===== src/bliu_div.sv =====
// Pipelined restoring divider, one quotient bit per stage.
// No package dependency.
`default_nettype none
module bliu_div #(
    parameter int NUMW = 29,
    parameter int DW   = 13
) (
    input  wire logic            clk,
    input  wire logic            en,
    input  wire logic [NUMW-1:0] num,
    input  wire logic [DW-1:0]   den,
    output logic      [NUMW-1:0] quot
);

    logic [DW-1:0]   rem_reg [NUMW];
    logic [NUMW-1:0] num_reg [NUMW];
    logic [NUMW-1:0] q_reg   [NUMW];
    logic [DW-1:0]   d_reg   [NUMW];

    logic [DW-1:0]   rem_in  [NUMW];
    logic [NUMW-1:0] num_in  [NUMW];
    logic [NUMW-1:0] q_in    [NUMW];
    logic [DW-1:0]   d_in    [NUMW];
    logic [DW:0]     trial   [NUMW];
    logic            ge      [NUMW];
    logic [DW-1:0]   rem_next[NUMW];

    always_comb
    begin
        for (int k = 0; k < NUMW; k++)
        begin
            if (k == 0)
            begin
                rem_in[k] = '0;
                num_in[k] = num;
                q_in[k]   = '0;
                d_in[k]   = den;
            end
            else
            begin
                rem_in[k] = rem_reg[k-1];
                num_in[k] = num_reg[k-1];
                q_in[k]   = q_reg[k-1];
                d_in[k]   = d_reg[k-1];
            end
            trial[k] = {rem_in[k], num_in[k][NUMW-1]};
            ge[k]    = trial[k] >= {1'b0, d_in[k]};
            if (ge[k])
                rem_next[k] = DW'(trial[k] - {1'b0, d_in[k]});
            else
                rem_next[k] = trial[k][DW-1:0];
        end
    end

    always_ff @(posedge clk)
    begin
        if (en)
        begin
            for (int k = 0; k < NUMW; k++)
            begin
                rem_reg[k] <= rem_next[k];
                num_reg[k] <= num_in[k] << 1;
                q_reg[k]   <= {q_in[k][NUMW-2:0], ge[k]};
                d_reg[k]   <= d_in[k];
            end
        end
    end

    assign quot = q_reg[NUMW-1];

endmodule
`default_nettype wire


===== config.mk =====
export PLATFORM = sky130hd
export DESIGN_NAME = bliu_div
export DESIGN_NICKNAME = d
export VERILOG_FILES = /design/src/bliu_div.sv
export SDC_FILE = /design/constraint.sdc
export NUM_CORES = 2
export LEC_CHECK = 0
export BUFFER_PORTS_ARGS = -buffer_cell sky130_fd_sc_hd__buf_2
export CAP_MARGIN = 20
export CORE_UTILIZATION = 63
export DETAILED_ROUTE_END_ITERATION = 10
export PLACE_DENSITY = 0.8
export SLEW_MARGIN = 10
export SYNTH_ARGS = -nofsm -noshare
export SYNTH_HDL_FRONTEND = slang
export SYNTH_SLANG_ARGS = --single-unit

===== constraint.sdc =====
create_clock -name clk -period 3.6 [get_ports clk]
set_input_delay 0.72 -clock clk [delete_from_list [all_inputs] [get_ports clk]]
set_output_delay 0.72 -clock clk [all_outputs]
set_load 0.1 [all_outputs]

==> results.txt <==
----------------------------------------------------
[Drt]
  DRT iter0 DRCs ... 3075
  Number of search-and-repair iterations in the first detailed-routing pass ... 6
  Metal-1 WL ... 51800 µm
  Post-route ant nets ... 0
  Average wire per cell in the routed design ... 18.7 µm
  Number of vias per cell ... 5.73
  Detailed route wirelength on metal2 ... 59800 µm
  Metal3 WL ... 5500 µm
  Detailed-route wire length ... 120000 µm
  DRC violation count after routing ... 0
  Count of vias placed by the detailed router ... 36800
  Top Layer Used ... met4

[Synthesis]
  Mean instance size in the synthesized netlist ... 14.6 µm²
  Distinct cell type count after synthesis ... 71
  Post-synthesis instance total ... 4648
  #FFs+latches synth ... 1569
  Synth async-reset ratio ... 0%
  Area of the mapped netlist ... 67900 µm²
  Most instantiated flip-flop cell in the synthesis netlist ... sky130_fd_sc_hd__edfxtp_1
  Yosys synthesis warning count ... 0
  EDFF count, synth ... 1569
  Part of the Yosys area used for sequential elements ... 69.3%
  Number of nets produced by synthesis ... 5085

[Setup path]
  Capturing point of the worst reg2reg path ... rem_reg[1][27]
  Worst EP arrival ... 3.91 ns
  Startpoint class of the critical path ... flip-flop
  Category of the critical setup timing path ... flip-flop to flip-flop
  Worst R2R Setup Slack ... 0.18 ns
  Launch point of the worst path ... num_reg[1][55]
  CP endpoint kind ... flip-flop
  Worst Reg-to-Reg Cells ... 10
  Biggest fanout along the worst timing path ... 17
  Data required, critical path ... 4.10 ns
  Origin of the critical flop-to-flop path ... num_reg[1][55]
  Termination of the worst setup path ... rem_reg[1][27]

[Clock tree]
  Number of buffers between clock root and the deepest sink ... 3
  TritonCTS clock tree ... done
  Post-CTS setup-driven buffer insertion count ... 0
  Clock tree sinks ... 1569
  CTS resizes ... 0
  Clock insertion delay at the later pin of the skew report ... 0.75 ns
  Clock buffer count from CTS ... 157
  Clock-pin slew on the worst setup and hold paths ... 0.06 ns
  CTS Hold Buffers Added ... 0
  Cell at the root of the clock tree ... sky130_fd_sc_hd__clkbuf_16
  Depth of the CTS H-tree ... 4

[Place]
  Final RePlAce weighted congestion ... 0.867
  Port Buf Inserts ... 72
  Placed cell count ... 6138
  Post-detail-place hpwl ... 79500 µm

[Cells and area]
  Total inserted antenna cells ... 0
  Synthesis-to-finish area growth ... 11.6%
  Layout Cells excl Fill ... 6423
  Leading cell types in the layout, fill and taps excluded ... 1569 x sky130_fd_sc_hd__edfxtp_1, 470 x sky130_fd_sc_hd__inv_1, 366 x sky130_fd_sc_hd__ha_1, 283 x sky130_fd_sc_hd__nand2_1, 254 x sky130_fd_sc_hd__o21ai_0
  Most frequent standard cell in the layout excluding fill and tap cells ... sky130_fd_sc_hd__edfxtp_1
  Largest register FFs ... 435
  Number of fill cells ... 6807
  Layout Nets ... 5332
  Share of layout cells above drive strength 1 ... 11.2%

[STA]
  Min Tclk post-route ... 3.42 ns
  Final hold vios ... 0
  Worst-case clock skew ... 0.0168 ns
  Max frequency ... 293 MHz
  Aggregate negative setup slack ... 0 ns
  Slew at the pin closest to its max-slew limit ... 0.970 ns
  Number of slew-limit violations in the final report ... 0
  RSZ-0062 raised after global routing ... no
  Final setup viols ... 0
  Final cycle utilization of the critical path ... 94.9%
  Max_slew headroom ... 35.4%

[Floorplan]
  Num ports ... 73
  Std-Cell Core Area ... 107000 µm²
  Row count ... 120
  Floorplan die width ... 330 µm
  Die height ... 330 µm
  Die Footprint ... 109000 µm²
  Initial core utilization ... 63.5%

[GRT]
  Antenna violations before repair ... 0
  Global-route wire length before repair ... 193000 µm
  GR Overflow Total ... 0
  Via count of the first global-routing pass ... 36900
  Maximum number of pins on one net before global-route repair ... 103
  Global routing usage summed across all routing layers ... 22.4%

[Pwr]
  Pwr/cell area ... 831 nW/µm²
  Total leakage power ... 29.6 nW
  Largest voltage drop on the vdd net ... 0.504 mV

[Flow run]
  Max_cap viols ... 0

[Worst hold path]
  Worst min-delay path class ... input port to flip-flop

[Run status]
  Run status ... completed

----------------------------------------------------
## worst min-delay path by stage
| stage | startpoint | to | slack (ns) | depth (start not counted) |
|---|---|---|---|---|
| 5_1_grt | num[27] | num_reg[0][27] | 0.1 | 1 |
| 2_1_floorplan | num_reg[0][71] | num_reg[0][100] | 0.40 | 0 |
| 3_5_place_dp | num_reg[0][74] | num_reg[0][103] | 0.40 | 0 |
| 6_report | num[26] | num_reg[0][26] | 0.13 | 1 |
| 4_1_cts | num[27] | num_reg[0][27] | 0.08 | 1 |
| 3_3_place_gp | q_reg[1][165] | q_reg[1][195] | 0.40 | 0 |
## routing by layer
metal	vias up	track usage, %
met2	928	38.2
li1	17700	-
met4	0	7.16
met3	238	3.35
met1	17900	29.8
met5	-	0
## report_power, final
group | total, mW | switching (mW) | internal, mW
logic | 20.2 | 11.2 | 8.98
clock network | 16.2 | 6.76 | 9.42
registers | 26.7 | 1.92 | 24.8
## final cells by class
cell class / instances / area (µm²) / share of cell area (%)
flip-flops and latches: 1569 / 47100 / 62.1
multi-input cells: 2546 / 18800 / 24.8
clock buffers: 186 / 4080 / 5.38
inverters: 473 / 1780 / 2.34
well taps: 1403 / 1760 / 2.31
repair buffers: 148 / 1260 / 1.66
clock inverters: 98 / 1030 / 1.35
## critical path: stages, from the launching register on
cell	delay, ns
sky130_fd_sc_hd__edfxtp_1	0.40
sky130_fd_sc_hd__inv_1	0.07
sky130_fd_sc_hd__ha_1	0.17
sky130_fd_sc_hd__inv_1	0.07
sky130_fd_sc_hd__fa_1	0.43
sky130_fd_sc_hd__a21o_1	0.20
sky130_fd_sc_hd__a21oi_1	0.28
sky130_fd_sc_hd__o211ai_1	0.24
sky130_fd_sc_hd__a221oi_2	0.55
sky130_fd_sc_hd__a21oi_2	0.37
sky130_fd_sc_hd__mux2_2	0.39
## cell families (layout without fill, tap and decap cells)
group,after synthesis,in the layout,share of synthesized area [%]
AOI/OAI and AO/OA,872,872,8.10
xor gates and xnor gates,253,253,3.26
adders and majority gates,393,393,7.54
buffers and inverters,533,905,3.01
DFF,1569,1569,69.3
muxes,174,174,2.88
and+or+nand+nor,854,854,5.87
## per-stage QoR
stage / util, % / cell area, µm² / power [mW] / hold WS [ns] / worst slack (ns)
after floorplan: - / 67900 / 41.6 / 0.400 / 0.701
after global placement: 66.1 / 70700 / 46.0 / 0.400 / 0.458
after detailed placement: 66.1 / 70700 / 46.6 / 0.405 / 0.316
after CTS: 70.8 / 75800 / 63.2 / 0.0793 / 0.220
after global routing: 70.8 / 75800 / 66.6 / 0.0966 / 0.0216
final: 70.8 / 75800 / 63.0 / 0.135 / 0.183
## cell usage after synthesis (all sizes together) (6+ instances only)
library cell  number  share of area [%]
nand4             42               0.39
and2               8              0.074
inv              473                2.6
nor2b             35               0.32
nand2b            71               0.65
a221oi            10               0.14
o211a              9               0.13
nor4              15               0.14
o31ai             21               0.29
xnor2            127                1.6
mux2i             27               0.40
clkbuf            38               0.21
o21bai            29               0.32
o31a               9               0.12
fa                27               0.80
edfxtp          1569                 69
a21oi            240                1.8
buf               22               0.19
or3                6              0.055
o21ai            265                2.0
a31o               6              0.077
and3              14               0.13
nor2             215                1.2
xor2             126                1.6
o211ai            13               0.15
a21boi            10               0.11
nand3b             6              0.066
a211oi            15               0.17
o21a              38               0.42
ha               366                6.7
nand3             47               0.35
o32ai              6              0.077
mux2             147                2.5
or2               15               0.14
a211o             12               0.15
a31oi             24               0.22
a21o             119                1.3
nor3              76               0.56
nand2            283                1.6
or4                9              0.099
No activity file was read; power rests on OpenSTA's default activity.
