[src/bliu_pkg.sv]
// Package for the bilinear image upscaler: field widths, codes, defaults
// and the struct shared between the top level and the filter stages.
// No dependencies.
`default_nettype none
package bliu_pkg;

    localparam int IDX_W   = 17;
    localparam int COORD_W = 12;
    localparam int CFG_W   = 13;
    localparam int CH_W    = 8;
    localparam int RGB_W   = 3 * CH_W;
    localparam int PIX_W   = 32;
    localparam int PAW     = 3;
    localparam int PDW     = 32;

    localparam int SRC_WIDTH_DEF  = 320;
    localparam int SRC_HEIGHT_DEF = 240;

    localparam logic [CFG_W-1:0] OUT_WIDTH_RST  = 13'd320;
    localparam logic [CFG_W-1:0] OUT_HEIGHT_RST = 13'd240;

    localparam logic OP_LOAD   = 1'b0;
    localparam logic OP_SAMPLE = 1'b1;

    localparam logic REG_OUT_WIDTH  = 1'b0;
    localparam logic REG_OUT_HEIGHT = 1'b1;

    localparam logic [CH_W-1:0] ALPHA = 8'hFF;

    typedef struct packed {
        logic            valid;
        logic            xpar;
        logic            ypar;
        logic [CH_W-1:0] fx;
        logic [CH_W-1:0] fy;
    } smp_tag_t;

endpackage
`default_nettype wire

[src/bliu_filt.sv]
// Bilinear filter stages: horizontal blend on two rows, then vertical blend.
// Depends on bliu_pkg.
`default_nettype none
module bliu_filt
    import bliu_pkg::*;
(
    input  wire logic                  clk,
    input  wire logic                  rst_n,
    input  wire logic                  en,
    input  wire smp_tag_t              tag,
    input  wire logic [3:0][RGB_W-1:0] rd,
    output logic                       out_valid,
    output logic      [PIX_W-1:0]      pixel
);

    function automatic logic [CH_W-1:0] lerp8(input logic [CH_W-1:0] a,
                                              input logic [CH_W-1:0] b,
                                              input logic [CH_W-1:0] f);
        logic signed [8:0]  diff;
        logic signed [17:0] prod;
        logic signed [17:0] sh;
        diff = $signed({1'b0, b}) - $signed({1'b0, a});
        prod = diff * $signed({1'b0, f});
        sh   = prod >>> 8;
        return a + sh[CH_W-1:0];
    endfunction

    logic [RGB_W-1:0] a0, b0, a1, b1;
    logic [RGB_W-1:0] t0_reg, t1_reg;
    logic [CH_W-1:0]  fy_reg;
    logic             va_reg, vb_reg;
    logic [PIX_W-1:0] pix_reg;

    assign a0 = rd[{tag.ypar, tag.xpar}];
    assign b0 = rd[{tag.ypar, ~tag.xpar}];
    assign a1 = rd[{~tag.ypar, tag.xpar}];
    assign b1 = rd[{~tag.ypar, ~tag.xpar}];

    always_ff @(posedge clk or negedge rst_n)
    begin
        if (!rst_n)
        begin
            va_reg <= 1'b0;
            vb_reg <= 1'b0;
        end
        else if (en)
        begin
            va_reg <= tag.valid;
            vb_reg <= va_reg;
        end
    end

    always_ff @(posedge clk)
    begin
        if (en)
        begin
            for (int c = 0; c < 3; c++)
            begin
                t0_reg[c*CH_W +: CH_W] <= lerp8(a0[c*CH_W +: CH_W], b0[c*CH_W +: CH_W], tag.fx);
                t1_reg[c*CH_W +: CH_W] <= lerp8(a1[c*CH_W +: CH_W], b1[c*CH_W +: CH_W], tag.fx);
            end
            fy_reg <= tag.fy;
            pix_reg[PIX_W-1 -: CH_W] <= ALPHA;
            for (int c = 0; c < 3; c++)
                pix_reg[c*CH_W +: CH_W] <= lerp8(t0_reg[c*CH_W +: CH_W],
                                                 t1_reg[c*CH_W +: CH_W], fy_reg);
        end
    end

    assign out_valid = vb_reg;
    assign pixel     = pix_reg;

endmodule
`default_nettype wire

[config.mk]
export PLATFORM = sky130hd
export DESIGN_NAME = bliu_filt
export DESIGN_NICKNAME = d
export VERILOG_FILES = /design/src/bliu_pkg.sv /design/src/bliu_filt.sv
export SDC_FILE = /design/constraint.sdc
export NUM_CORES = 2
export LEC_CHECK = 0
export ABC_AREA = 1
export ABC_CLOCK_PERIOD_IN_PS = 6800
export BUFFER_PORTS_ARGS = -buffer_cell sky130_fd_sc_hd__buf_2
export CORE_MARGIN = 2
export CORE_UTILIZATION = 40
export DETAILED_ROUTE_END_ITERATION = 8
export GPL_ROUTABILITY_DRIVEN = 0
export MAX_ROUTING_LAYER = met4
export PLACE_DENSITY_LB_ADDON = 0.2
export RECOVER_POWER = 50
export SLEW_MARGIN = 25
export SYNTH_ARGS = -nofsm -noshare
export SYNTH_HDL_FRONTEND = slang
export SYNTH_SLANG_ARGS = --single-unit
[constraint.sdc]
create_clock -name clk -period 6.8 [get_ports clk]
set_input_delay 1.36 -clock clk [delete_from_list [all_inputs] [get_ports clk]]
set_output_delay 1.36 -clock clk [all_outputs]
set_load 0.005 [all_outputs]
==> qor.txt <==
Min-delay worst type: flop to flop
Crit-path max cell delay: 0.55 ns
Setup TNS: -36.62 ns
#FFs+latches synth: 82
HPWL Detailed: 80800 um
R2r setup slk: -0.01 ns
Met2 wire len: 45700 um
Die area: 83000 um^2
Layout Nets: 6179
Worst path required time: 6.93 ns
CTS root buffer: clkbuf_16
Synth Cell Area: 32300 um^2
Total gr overflow: 0
Worst Tran Pin Value: 4.46 ns
Post-layout min period: 8.11 ns
Critical path buffers and inverters: 10
Library cells used by synthesis: 48
Num rows: 104
Total global-route track usage: 23.9%
Clock Tree Buf Depth: 2
Slew Viols, Final: 76
# DRC: 0
Syn. warnings: 0
Chip height: 288 um
Commonest cells after routing, fill and taps aside: inv_1 (1033), nand2_1 (803), buf_4 (732)
Crit share post-route: 119%
Largest family of logic cells by synthesized area: adder cells
Metal3 WL: 5640 um
Met1 wire length: 43600 um
Worst hold path depth: 2
Proportion of layout cells with a drive suffix above 1: 30.4%
Cts-stage hold buffer count: 0
Skew final: 0.0125 ns
Fill count: 7557
Critical R2R Launch: t0_reg[16]
Cell family with most CP delay: adder cells
# port buffers: 142
TritonCTS clock tree: built
R2R cell count: 36
Post-synthesis sequential area ratio: 7.60%
Initial antenna violation count: 17
IO Count: 151
Max Used Layer: met4
Final Cell Area: 43600 um^2
Vias: 29600
Synth Area in Simple Gates: 19.1%
RSZ-0062 raised after global routing: yes
First-pass GRT wire length: 152000 um
Post-route ant nets: 0
Most used cell, CP: nand2_1
Max_cap viols: 1
Vias in the first global route: 29500
Core area: 80200 um^2
Adder-Cell Fraction of Synth Area: 46.2%
Worst R2R End: pixel[23]
Crit path DAT: 8.25 ns
Crit Path Class: input pin to flop
CP Max Fanout: 8
Status: finished, violations left
Max Fclk: 0.123 GHz
CTS buffer count: 9
Synth Area in Compound Gates: 7.66%
WL per Instance: 15.4 um
Area delta synth->final: 35.0%
Final setup margin: -1.31 ns
Cell Area, Placed: 40000 um^2
Synth Area in XOR/XNOR: 3.99%
Final Hold Slack: 0.514 ns
DIE WIDTH: 288 um
Largest net degree at the start of global routing: 76
Via/cell ratio: 4.73
Violations in the final reports: max-capacitance violations, max-slew violations, negative setup slack
Post-Route WL: 96600 um
H-tree lvl count: 3
Slew headroom: -198%
DRT iter0 DRCs: 1457
Final hold vios: 0
Synthesized instance count: 4321
Num Clock Sinks: 82
Critical Path End Type: flop
Slowest-stage cell, CP: fa_1
Worst-path clk slew: 0.07 ns
Initial Util: 40.3%
Hold path startpoint: va_reg
Mux cell area share after synthesis: 1.05%
1st-pass router iterations: 5
Startpoint Class: input pin
Commonest non-fill, non-tap cell in the layout: inv_1
Clk Latency, worst-skew pair: 0.38 ns
Hold EP: out_valid
Placement Setup Slack: -2.18 ns
Setup violators final: 45
Syn avg cell area: 7.47 um^2
[Yosys cell counts (all sizes together)]
cell / instances / area share (%)
nor2: 368 / 4.3
nand3b: 29 / 0.67
nor4: 9 / 0.21
xnor2: 51 / 1.4
o211ai: 2 / 0.047
xor2: 96 / 2.6
and3: 2 / 0.039
nor3: 4 / 0.062
mux2i: 34 / 1.1
fa: 504 / 31
clkinv: 4 / 0.047
or2: 91 / 1.8
a31o: 3 / 0.081
buf: 34 / 0.61
a21oi: 169 / 2.6
conb: 1 / 0.012
ha: 384 / 15
o21a: 5 / 0.12
edfxtp: 80 / 7.4
or3: 1 / 0.019
o21bai: 16 / 0.38
clkbuf: 73 / 0.85
o31ai: 6 / 0.17
a21o: 10 / 0.23
o221ai: 8 / 0.22
a31oi: 9 / 0.17
a221oi: 3 / 0.081
nand2: 895 / 10
a211oi: 5 / 0.12
nand3: 80 / 1.3
inv: 1112 / 13
dfrtp: 2 / 0.16
o21ai: 212 / 3.4
o311ai: 1 / 0.027
nand4: 18 / 0.35
[metal layers]
| layer | global-route usage, % | vias to the layer above |
|---|---|---|
| li1 | - | 14700 |
| met1 | 31.4 | 14200 |
| met2 | 39.3 | 625 |
| met3 | 3.57 | 92 |
| met4 | 4.69 | 0 |
| met5 | - | - |
[tightest hold or removal path, stage by stage (launching register included)]
cell	delay, ns
dfrtp_1	0.36
inv_1	0.06
a21oi_1	0.06
[cells by family after synthesis]
| kind of cell | after synthesis |
|---|---|
| AOI/OAI and AO/OA | 449 |
| and+or+nand+nor | 1497 |
| other | 1 |
| xor gates and xnor gates | 147 |
| DFF | 82 |
| muxes | 34 |
| adders and majority gates | 888 |
| buffers and inverters | 1223 |
[layout make-up]
class | count | area (um^2) | share of cell area [%]
Antenna cell | 15 | 37.5 | 0.0862
Clock buffer | 10 | 229 | 0.526
Clock inverter | 6 | 98.8 | 0.227
Inverter | 1116 | 4210 | 9.67
Multi-Input combinational cell | 3023 | 27900 | 64.2
Sequential cell | 82 | 2450 | 5.63
Tap cell | 1060 | 1330 | 3.04
Timing Repair Buffer | 940 | 7250 | 16.6
Timing Repair inverter | 1 | 8.76 | 0.0201
[stage by stage]
stage,cells,util (%)
2_1_floorplan,4328,-
3_3_place_gp,6116,49.9
3_5_place_dp,6116,49.9
4_1_cts,6199,52.1
5_1_grt,6251,54.3
6_report,6253,54.3
[how the worst max path moves through the flow]
stage,from,to,slack [ns],depth (start not counted)
after floorplan,tag[17],t1_reg[7],-1.11,45
after global placement,tag[17],t1_reg[23],-2.13,41
after detailed placement,tag[17],t1_reg[7],-2.18,46
after CTS,tag[17],t0_reg[23],-1.20,45
after global routing,tag[17],t1_reg[23],-1.69,48
final,tag[17],t1_reg[23],-1.31,40
[repair_timing]
| item | in CTS | in global routing |
|---|---|---|
| buffers inserted | 65 | 50 |
| gates cloned | 4 | 6 |
| pin swaps | 126 | 200 |
| gates resized for setup | 202 | 327 |
| setup endpoints to repair | 53 | 62 |
Power is not shown: default switching activity piles up to over one toggle a cycle in this logic, so the estimate is an artifact.
