**src/bliu_pkg.sv**
```systemverilog
// Package for the bilinear image upscaler: field widths, codes, defaults
// and the struct shared between the top level and the filter stages.
// No dependencies.
`default_nettype none
package bliu_pkg;

    localparam int IDX_W   = 17;
    localparam int COORD_W = 12;
    localparam int CFG_W   = 13;
    localparam int CH_W    = 8;
    localparam int RGB_W   = 3 * CH_W;
    localparam int PIX_W   = 32;
    localparam int PAW     = 3;
    localparam int PDW     = 32;

    localparam int SRC_WIDTH_DEF  = 320;
    localparam int SRC_HEIGHT_DEF = 240;

    localparam logic [CFG_W-1:0] OUT_WIDTH_RST  = 13'd320;
    localparam logic [CFG_W-1:0] OUT_HEIGHT_RST = 13'd240;

    localparam logic OP_LOAD   = 1'b0;
    localparam logic OP_SAMPLE = 1'b1;

    localparam logic REG_OUT_WIDTH  = 1'b0;
    localparam logic REG_OUT_HEIGHT = 1'b1;

    localparam logic [CH_W-1:0] ALPHA = 8'hFF;

    typedef struct packed {
        logic            valid;
        logic            xpar;
        logic            ypar;
        logic [CH_W-1:0] fx;
        logic [CH_W-1:0] fy;
    } smp_tag_t;

endpackage
`default_nettype wire

```
**src/bliu_ldec.sv**
```systemverilog
// Load address decoder: raster index to bank and bank address, four stages.
// Depends on bliu_pkg.
`default_nettype none
module bliu_ldec
    import bliu_pkg::*;
#(
    parameter int SRC_WIDTH  = SRC_WIDTH_DEF,
    parameter int SRC_HEIGHT = SRC_HEIGHT_DEF,
    parameter int AW         = 15
) (
    input  wire logic             clk,
    input  wire logic             en,
    input  wire logic [IDX_W-1:0] idx,
    output logic                  ok,
    output logic      [1:0]       bank,
    output logic      [AW-1:0]    addr
);

    localparam int DEPTH = SRC_WIDTH * SRC_HEIGHT;
    localparam int RECIP = (2 ** IDX_W) / SRC_WIDTH;
    localparam int HW    = (SRC_WIDTH + 1) / 2;
    localparam int XW    = $clog2(SRC_WIDTH);
    localparam int RW    = XW + 2;

    logic [IDX_W-1:0]   idx1_reg;
    logic [2*IDX_W-1:0] prod_reg;
    logic               ok1_reg, ok2_reg, ok3_reg, ok4_reg;
    logic [IDX_W-1:0]   y0_reg, y_reg;
    logic [RW-1:0]      r_reg;
    logic [XW-1:0]      x_reg;
    logic [1:0]         bank_reg;
    logic [AW-1:0]      addr_reg;

    logic [IDX_W-1:0]   y0;
    logic [IDX_W-1:0]   m;

    assign y0 = prod_reg[2*IDX_W-1:IDX_W];
    assign m  = IDX_W'(y0 * SRC_WIDTH);

    always_ff @(posedge clk)
    begin
        if (en)
        begin
            idx1_reg <= idx;
            prod_reg <= (2*IDX_W)'(idx * RECIP);
            ok1_reg  <= 32'(idx) < DEPTH;

            y0_reg   <= y0;
            r_reg    <= RW'(idx1_reg - m);
            ok2_reg  <= ok1_reg;

            if (32'(r_reg) >= SRC_WIDTH)
            begin
                y_reg <= y0_reg + 1'b1;
                x_reg <= XW'(32'(r_reg) - SRC_WIDTH);
            end
            else
            begin
                y_reg <= y0_reg;
                x_reg <= r_reg[XW-1:0];
            end
            ok3_reg  <= ok2_reg;

            bank_reg <= {y_reg[0], x_reg[0]};
            addr_reg <= AW'(32'(y_reg >> 1) * HW + 32'(x_reg >> 1));
            ok4_reg  <= ok3_reg;
        end
    end

    assign ok   = ok4_reg;
    assign bank = bank_reg;
    assign addr = addr_reg;

endmodule
`default_nettype wire

```
**config.mk**
```make
export PLATFORM = sky130hd
export DESIGN_NAME = bliu_ldec
export DESIGN_NICKNAME = d
export VERILOG_FILES = /design/src/bliu_pkg.sv /design/src/bliu_ldec.sv
export SDC_FILE = /design/constraint.sdc
export NUM_CORES = 1
export LEC_CHECK = 0
export BUFFER_PORTS_ARGS = -buffer_cell sky130_fd_sc_hd__buf_2
export CAP_MARGIN = 5
export CORE_ASPECT_RATIO = 0.6
export CORE_MARGIN = 4
export CORE_UTILIZATION = 60
export CTS_BUF_LIST = sky130_fd_sc_hd__clkbuf_4
export CTS_CLUSTER_SIZE = 12
export DETAILED_ROUTE_END_ITERATION = 10
export PLACE_DENSITY = 0.75
export SLEW_MARGIN = 5
export SYNTH_ARGS = -nofsm -noshare
export SYNTH_HDL_FRONTEND = slang
export SYNTH_SLANG_ARGS = --single-unit
```
**constraint.sdc**
```tcl
create_clock -name clk -period 6.6 [get_ports clk]
set_input_delay 0.33 -clock clk [delete_from_list [all_inputs] [get_ports clk]]
set_output_delay 0.33 -clock clk [all_outputs]
set_load 0.005 [all_outputs]
```
==> impl_metrics.toml, run 1 <==
[run_status]
status = "completed"

[cts]
cts_hold_buf = 0
cts-root-buf = "clkbuf_4"
cts_setup_buffers = 0
cts_tree = "yes"
numCtsBuffers = 9
cts_resized = 0
clkLatencyLatePin_ns = 0.43
cts_sinks = 80
cts_buffer_depth = 2
htree_num_levels = 3
clk_pin_slew_ns = 0.14

[final_layout]
final_nets = 714
area_growth_syn_to_layout_pct = 7.676
largest_reg_flops = 15
layout-drive-gt1-share_pct = 10.00
antenna_cells = 0
fillers = 773

[worst_setup_path]
reg2reg_to = "addr[14]"
crit_arrival_ns = 4.10
crit_type = "primary input to flop"
r2r_start = "y_reg[2]"
rr_worst_depth = 8
critPathMaxFanout = 6
required_ns = 6.80
start_kind = "primary input"
r2r_slack_ns = 3.90
end_kind = "flop"

[synthesis]
synth_top_family_by_area = "adder cells"
seq_area_frac_synth_pct = 39.51
yosys.area_share.simple_pct = 6.009
synthAdderAreaFrac_pct = 32.76
yosys-top-cells-area = "edfxtp_1, ha_1, fa_1"
yosys_warnings = 0
yosysTopAreaCellShare_pct = 39.51
synth_edf_count = 80
netlist_area_um2 = 6080
syn_avg_cell_area_um2 = 11.87
syn_nets = 671
yosys.area.top_type = "edfxtp_1"
synthFlopType = "edfxtp_1"
yosys-mux-area-fraction_pct = 0.3499
synth_compound_area_share_pct = 8.232
synth_cell_type_count = 45
ys_async_sr_fraction_pct = 0
ys_seq_elements = 80
netlist_instances = 512
synth-xor-area-share_pct = 7.203

[global_route]
first_global_vias = 3723
antenna_found_initial = 0
grt-ovfl-total = 0
grtUsageTotal_pct = 19.71
grt_max_degree = 81
grt_pass1_wl_mm = 18.09

[sta]
fin_crit_sh_pct = 59.03
slew_viol_final = 0
final.setup.tns_ns = 0
period_needed_ns = 3.896
fin_skew_ns = 0.02271
slew_headroom_pct = 35.45
hold_viol_final = 0
rsz0062_at_grt = "false"
finalSetupViolations = 0
worst_slew_pin_slew_ns = 0.9683
fmaxAchievable_ghz = 0.2567

[place]
place_congestion = 0.9206
dpl.hpwl_mm = 8.668
io_buffers = 36

[route]
drtIter0Drc = 137
routed_wl_mm = 10.69
vias_per_cell = 5.306
first_pass_iters = 4
vias = 3688
drc = 0
drtAntennaViolNets = 0
wl_per_cell_um = 15.38

[power_and_ir_drop]
p_per_area_nw_per_um2 = 371.2
p_leak_nw = 3.125
totalPowerFinal_mw = 2.430
ir_worst_vdd_uv = 183.0

[worst_hold_path]
holdPathStages = 1
hp-class = "primary input to flop"
min_to = "idx1_reg[9]"
worstHoldStart = "idx[9]"

[floorplan]
die-area_um2 = 11860
die_y_um = 85.97
core_um2 = 9879
io_pins = 37
num_rows = 28
die_w_um = 138.0
start_util_pct = 61.54

[job]
maxCapViolCount = 0
[power breakdown]
group          internal (mW)  switching (mW)
clock                 0.0844           0.185
combinational          0.593           0.717
sequential             0.781          0.0711
[cell usage after synthesis, drive strengths merged, types with 3 or more instances]
cell,n
nor2b,6
nand2b,3
a21oi,21
xor2,24
nor3,3
xnor2,26
nor2,13
nand3,7
fa,32
a21o,21
o21ai,10
a31oi,3
nand2,21
clkbuf,4
edfxtp,80
inv,92
ha,108
nand4,6
[worst max-delay path by stage]
stage	slack (ns)	end	startpoint
finish	2.70	prod_reg[25]	idx[6]
global route	2.58	prod_reg[22]	idx[5]
CTS	2.78	prod_reg[22]	idx[6]
detailed placement	2.27	prod_reg[25]	idx[6]
global placement	2.38	prod_reg[25]	idx[6]
floorplan	2.74	prod_reg[25]	idx[6]
[placed cells by master, fill, tap and decap left out, types with 4 or more instances in the layout]
cell type  instances
a21o_1            21
a21oi_1           21
buf_2             35
clkbuf_4           9
edfxtp_1          80
fa_1              32
ha_1             108
inv_1             92
nand2_1           21
nand3_1            7
nand4_1            6
nor2_1            11
nor2b_1            6
o21ai_0            6
o21ai_1            4
xnor2_1           26
xor2_1            24
[area by class of cell]
type                            count  area [µm²]  area share [%]
Inverter                           92       345.3           5.275
Tap cell                          135       168.9           2.580
Clock inverter                      7       62.56          0.9557
Multi-Input combinational cell    336        3317           50.67
Clock buffer                        9       67.56           1.032
Sequential cell                    80        2402           36.70
Timing Repair Buffer               36       182.7           2.791
[cell families (layout without fill, tap and decap cells)]
| kind of cell | after synthesis | count (layout) |
|---|---|---|
| AO/OA/AOI/OAI | 73 | 73 |
| XOR/XNOR | 50 | 50 |
| adder cells (fa/ha/maj) | 140 | 140 |
| buffers and inverters | 96 | 144 |
| flip-flops | 80 | 80 |
| multiplexers | 2 | 2 |
| AND/OR/NAND/NOR | 71 | 71 |
[per-layer routing]
metal	up-vias	part of all wire (%)	routed length, µm	GRT usage (%)
met2	69	44	4660	28.76
li1	1857	-	-	-
met4	0	0.81	87	4.574
met5	-	0	0	0
met1	1752	51	5452	29.92
met3	10	4.6	491	4.748
[through the flow]
stage / utilization, % / instance area [µm²] / instances / hold slack (ns) / setup WS (ns)
after floorplan: - / 6080 / 512 / 0.4003 / 2.744
after global placement: 64.94 / 6416 / 679 / 0.4014 / 2.383
after detailed placement: 64.94 / 6416 / 679 / 0.4045 / 2.267
after CTS: 66.26 / 6546 / 695 / 0.1066 / 2.781
after global routing: 66.26 / 6546 / 695 / 0.1189 / 2.579
final: 66.26 / 6546 / 695 / 0.1485 / 2.704
[worst max-delay path, cell delays in order]
cell and delay, ns:
buf_2 0.15, ha_1 0.35, xor2_1 0.18, ha_1 0.18, a21o_1 0.16, fa_1 0.50, inv_1 0.05, fa_1 0.53
inv_1 0.05, ha_1 0.32, and4_1 0.23, and2_1 0.15, nand3_1 0.14, a311oi_2 0.46, o22ai_1 0.17, xnor2_1 0.15
Note: power is estimated with default switching activity, not from simulation.
==> run 2: changes to the inputs <==
clock period = 3.8 ns   (was 6.6 ns; I/O delays follow)
==> impl_metrics.toml, run 2 (synthesis results as in run 1) <==
[route]
routed_wl_mm = 10.93
topRoutingLayerUsed = "met4"
met2WireLength_mm = 5.178
drc = 0
vias_per_cell = 5.300
routed-wl-met3_um = 515
drtAntennaViolNets = 0
drtIter0Drc = 134
first_pass_iters = 4
met1_length_mm = 5.096
wl_per_cell_um = 14.74
vias = 3927

[cts]
numCtsBuffers = 9
htree_num_levels = 3
cts_buffer_depth = 2
cts-root-buf = "clkbuf_4"
clk_pin_slew_ns = 0.13
cts_hold_buf = 0
cts_tree = "yes"
clkLatencyLatePin_ns = 0.44
cts_sinks = 80

[worst_setup_path]
path_common_cell = "ha_1"
cpPeakStageDelay_ns = 0.53
crit_type = "primary input to flop"
r2r_start = "y_reg[2]"
end_kind = "flop"
required_ns = 4.00
start_kind = "primary input"
crit_arrival_ns = 3.85
crit_family = "adder cells"
slowest_stage = "fa_1"
rr_worst_depth = 8
reg2reg_to = "addr[14]"
critPathMaxFanout = 5
r2r_slack_ns = 1.15
crit_buf_inv = 3
path_cells = "buf_2 -> ha_1 -> xor2_1 -> ha_1 -> a21o_1 -> fa_1 -> inv_1 -> fa_1 -> inv_1 -> ha_1 -> and4_1 -> and2_1 -> nand3_1 -> a311oi_2 -> o22ai_1 -> xnor2_1"
crit_start = "idx[6]"

[final_layout]
fillers = 741
final_nets = 759
area_growth_syn_to_layout_pct = 13.62
regArea_um2 = 2402
mostFrequentLayoutCell = "ha_1"
mostFrequentLayoutCells = "ha_1, inv_1, edfxtp_1, buf_4, buf_2"
multiInputGateArea_um2 = 3317
layout-drive-gt1-share_pct = 16.69
largest_reg_flops = 15

[floorplan]
die-area_um2 = 11860
start_util_pct = 61.54
die_y_um = 85.97
core_um2 = 9879
io_pins = 37
num_rows = 28
die_w_um = 138.0

[sta]
worst_slew_pin_slew_ns = 0.9798
fmaxAchievable_ghz = 0.2737
period_needed_ns = 3.654
hold_viol_final = 0
fin_ws_ns = 0.1460
fin_crit_sh_pct = 96.16
slew_viol_final = 0
rsz0062_at_grt = "true"
slew_headroom_pct = 34.68
final.setup.tns_ns = 0
fin_skew_ns = 0.01856
finalSetupViolations = 0

[power_and_ir_drop]
p_leak_nw = 3.353
clockPowerShare_pct = 12.1
ir_worst_vdd_uv = 349.5
p_comb_share_pct = 54.4
swShare_pct = 38.54
p_sw_mw = 1.700
p_int_mw = 2.711
pwr-share-seq_pct = 33.6
p_per_area_nw_per_um2 = 638.6

[worst_hold_path]
holdPathStages = 2
min_to = "idx1_reg[0]"
worstHoldStart = "idx[0]"
hp-class = "primary input to flop"

[job]
maxCapViolCount = 0

[global_route]
grtUsageTotal_pct = 20.07
grt_pass1_wl_mm = 18.36
first_global_vias = 4029
antenna_found_initial = 1
grt_max_degree = 81
grt-ovfl-total = 0

[place]
place_congestion = 0.8944
pre_cts_slack_ns = -0.3084
io_buffers = 36
dpl.hpwl_mm = 9.168

[run_status]
status = "completed"
run 2: worst max-delay path by stage:
stage,to,slack (ns),cells past startpoint
after detailed placement,prod_reg[25],-0.31,16
final,prod_reg[25],0.15,16
after CTS,prod_reg[25],0.18,16
after floorplan,prod_reg[25],0.08,15
after global routing,prod_reg[25],-0.03,16
after global placement,prod_reg[25],-0.19,16
run 2: through the flow:
step	utilization, %	instances	cell area (µm²)	hold WS (ns)	total power [mW]
2_1_floorplan	-	512	6080	0.2889	3.215
3_3_place_gp	68.36	724	6754	0.4012	3.778
3_5_place_dp	68.36	724	6754	0.4052	3.912
4_1_cts	69.90	740	6905	0.06958	4.453
5_1_grt	69.92	741	6908	0.07356	4.848
6_report	69.92	741	6908	0.1052	4.411
run 2: timing repair:
action / CTS / global route
gates resized for setup: 0 / 0
setup buffers: 0 / 0
endpoints found under the setup margin: 0 / 1
run 2: power groups by stage:
stage	combinational (mW)	sequential [mW]	clock, mW
3_5_place_dp	2.41	1.51	0
6_report	2.40	1.48	0.532
3_3_place_gp	2.29	1.49	0
2_1_floorplan	1.74	1.48	0
4_1_cts	2.42	1.48	0.544
5_1_grt	2.76	1.51	0.582
run 2: per-layer routing:
| layer | vias up | GRT usage [%] |
|---|---|---|
| met5 | - | 0 |
| li1 | 1958 | - |
| met1 | 1890 | 27.52 |
| met4 | 0 | 5.381 |
| met2 | 68 | 32.92 |
| met3 | 11 | 4.045 |
run 2: cell type report:
class	count	area share (%)
Tap cell	135	2.445
Multi-Input combinational cell	336	48.02
Timing Repair Buffer	81	7.535
Clock inverter	7	1.214
Inverter	92	4.999
Clock buffer	9	0.9781
Antenna cell	1	0.03623
Sequential cell	80	34.78
==> run 3: changes to the inputs <==
CORE_ASPECT_RATIO = 1.25   (was 0.6)
CORE_MARGIN = 1   (was 4)
CTS_BUF_LIST = default   (was sky130_fd_sc_hd__clkbuf_4)
==> impl_metrics.toml, run 3 (synthesis results as in run 1) <==
[run_status]
status = "completed"

[cts]
clk_pin_slew_ns = 0.06
cts_sinks = 80
cts_setup_buffers = 0
htree_num_levels = 3
numCtsBuffers = 9
cts-root-buf = "clkbuf_16"
cts_resized = 0
cts_hold_buf = 0
clkLatencyLatePin_ns = 0.33
cts_tree = "yes"
cts_buffer_depth = 2

[sta]
finalSetupViolations = 0
hold_viol_final = 0
period_needed_ns = 3.744
final.setup.tns_ns = 0
fin_crit_sh_pct = 98.53
slew_viol_final = 0
rsz0062_at_grt = "true"
worst_slew_pin_slew_ns = 0.9728
fin_skew_ns = 0.006251
slew_headroom_pct = 35.15
fmaxAchievable_ghz = 0.2671

[worst_setup_path]
cpPeakStageDelay_ns = 0.52
path_cells = "buf_2 -> buf_4 -> ha_1 -> xor2_1 -> ha_1 -> a21o_1 -> fa_1 -> inv_1 -> fa_1 -> inv_1 -> ha_1 -> a21o_1 -> a21o_1 -> a21oi_1 -> or3_1 -> o311a_1 -> o311ai_0"
crit_arrival_ns = 3.80
reg2reg_to = "addr[14]"
crit_type = "primary input to flop"
start_kind = "primary input"
rr_worst_depth = 8
required_ns = 3.85
end_kind = "flop"
crit_buf_inv = 4
r2r_start = "y_reg[2]"
crit_family = "adder cells"
slowest_stage = "fa_1"
critPathMaxFanout = 4
r2r_slack_ns = 1.16

[final_layout]
final_core_util_pct = 72.67
area_growth_syn_to_layout_pct = 16.05
antenna_cells = 0
fillers = 667
mostFrequentLayoutCells = "ha_1, inv_1, edfxtp_1, buf_4, buf_2"
fin_area_um2 = 7056
layout-drive-gt1-share_pct = 16.83
largest_reg_flops = 15
final_nets = 755
mostFrequentLayoutCell = "ha_1"

[floorplan]
die_y_um = 114.5
core_um2 = 9709
start_util_pct = 62.62
die_w_um = 92.04
die-area_um2 = 10540
num_rows = 40
io_pins = 37

[place]
post_dp_cell_area_um2 = 6713
place_congestion = 0.8567
dpl.hpwl_mm = 8.633
io_buffers = 36

[route]
routed_wl_mm = 10.91
drtAntennaViolNets = 0
drtIter0Drc = 175
vias_per_cell = 5.450
wl_per_cell_um = 15.03
first_pass_iters = 4
vias = 3957
drc = 0

[power_and_ir_drop]
swShare_pct = 36.78
p_per_area_nw_per_um2 = 677.6
p_leak_nw = 3.415
p_comb_share_pct = 52.1
p_int_mw = 3.022
ir_worst_vdd_uv = 349.8
pwr-share-seq_pct = 31.1
clockPowerShare_pct = 16.8
p_sw_mw = 1.758

[worst_hold_path]
hp-class = "primary input to flop"
min_to = "idx1_reg[2]"
holdPathStages = 1
worstHoldStart = "idx[2]"

[global_route]
use_met2_pct = 45.37
first_global_vias = 4081
grtUsageTotal_pct = 22.09
grt_max_degree = 81
antenna_found_initial = 0
gr-max-usage-layer = "met2"
grt-ovfl-total = 0
use_met1_pct = 21.69
met3_usage_pct = 3.254
grt_pass1_wl_mm = 17.71

[job]
maxCapViolCount = 0
[run 3: routing by layer]
layer	routed length, µm	vias up
li1	-	1947
met1	4001	1926
met3	202	21
met2	6480	63
met5	0	-
met4	226	0
[run 3: worst max path at each step]
stage | startpoint | endpoint | slack, ns | cells past startpoint
finish | idx[8] | prod_reg[24] | 0.06 | 17
global route | idx[7] | prod_reg[25] | -0.04 | 16
detailed placement | idx[6] | prod_reg[25] | -0.33 | 16
global placement | idx[6] | prod_reg[25] | -0.26 | 16
CTS | idx[6] | prod_reg[25] | 0.03 | 16
floorplan | idx[6] | prod_reg[25] | 0.08 | 15
[run 3: power by group through the flow]
stage          Sequential [mW]  Clock, mW  Combinational (mW)
6_report                  1.49      0.804                2.49
5_1_grt                   1.51      0.849                2.81
4_1_cts                   1.49      0.817                2.44
3_5_place_dp              1.50          0                2.41
3_3_place_gp              1.49          0                2.26
2_1_floorplan             1.48          0                1.74
[run 3: worst reg2reg max path: cells and delay by family, from the launching register on]
kind	cells	cell delay, ns
DFF	1	0.43
adders and majority gates	3	1.01
xor gates and xnor gates	1	0.09
and+or+nand+nor	3	0.79
buffers and inverters	1	0.07
[run 3: metrics by stage]
step	total power, mW	setup slack [ns]	hold WS, ns	instances
2_1_floorplan	3.215	0.08391	0.2889	512
3_3_place_gp	3.753	-0.2580	0.4005	711
3_5_place_dp	3.911	-0.3285	0.4045	711
4_1_cts	4.752	0.03012	0.09901	726
5_1_grt	5.173	-0.04060	0.1099	726
6_report	4.780	0.05594	0.1112	726
[run 3: cell type report]
type                       count  area, µm²  share of cell area, %
clock buffer                   9      225.2                  3.192
inverter                      92      345.3                  4.894
timing repair buffer          77      490.5                  6.952
multi-input combinational    336       3383                  47.95
tap                          126      157.7                  2.234
sequential                    80       2402                  34.05
clock inverter                 6      51.30                 0.7271
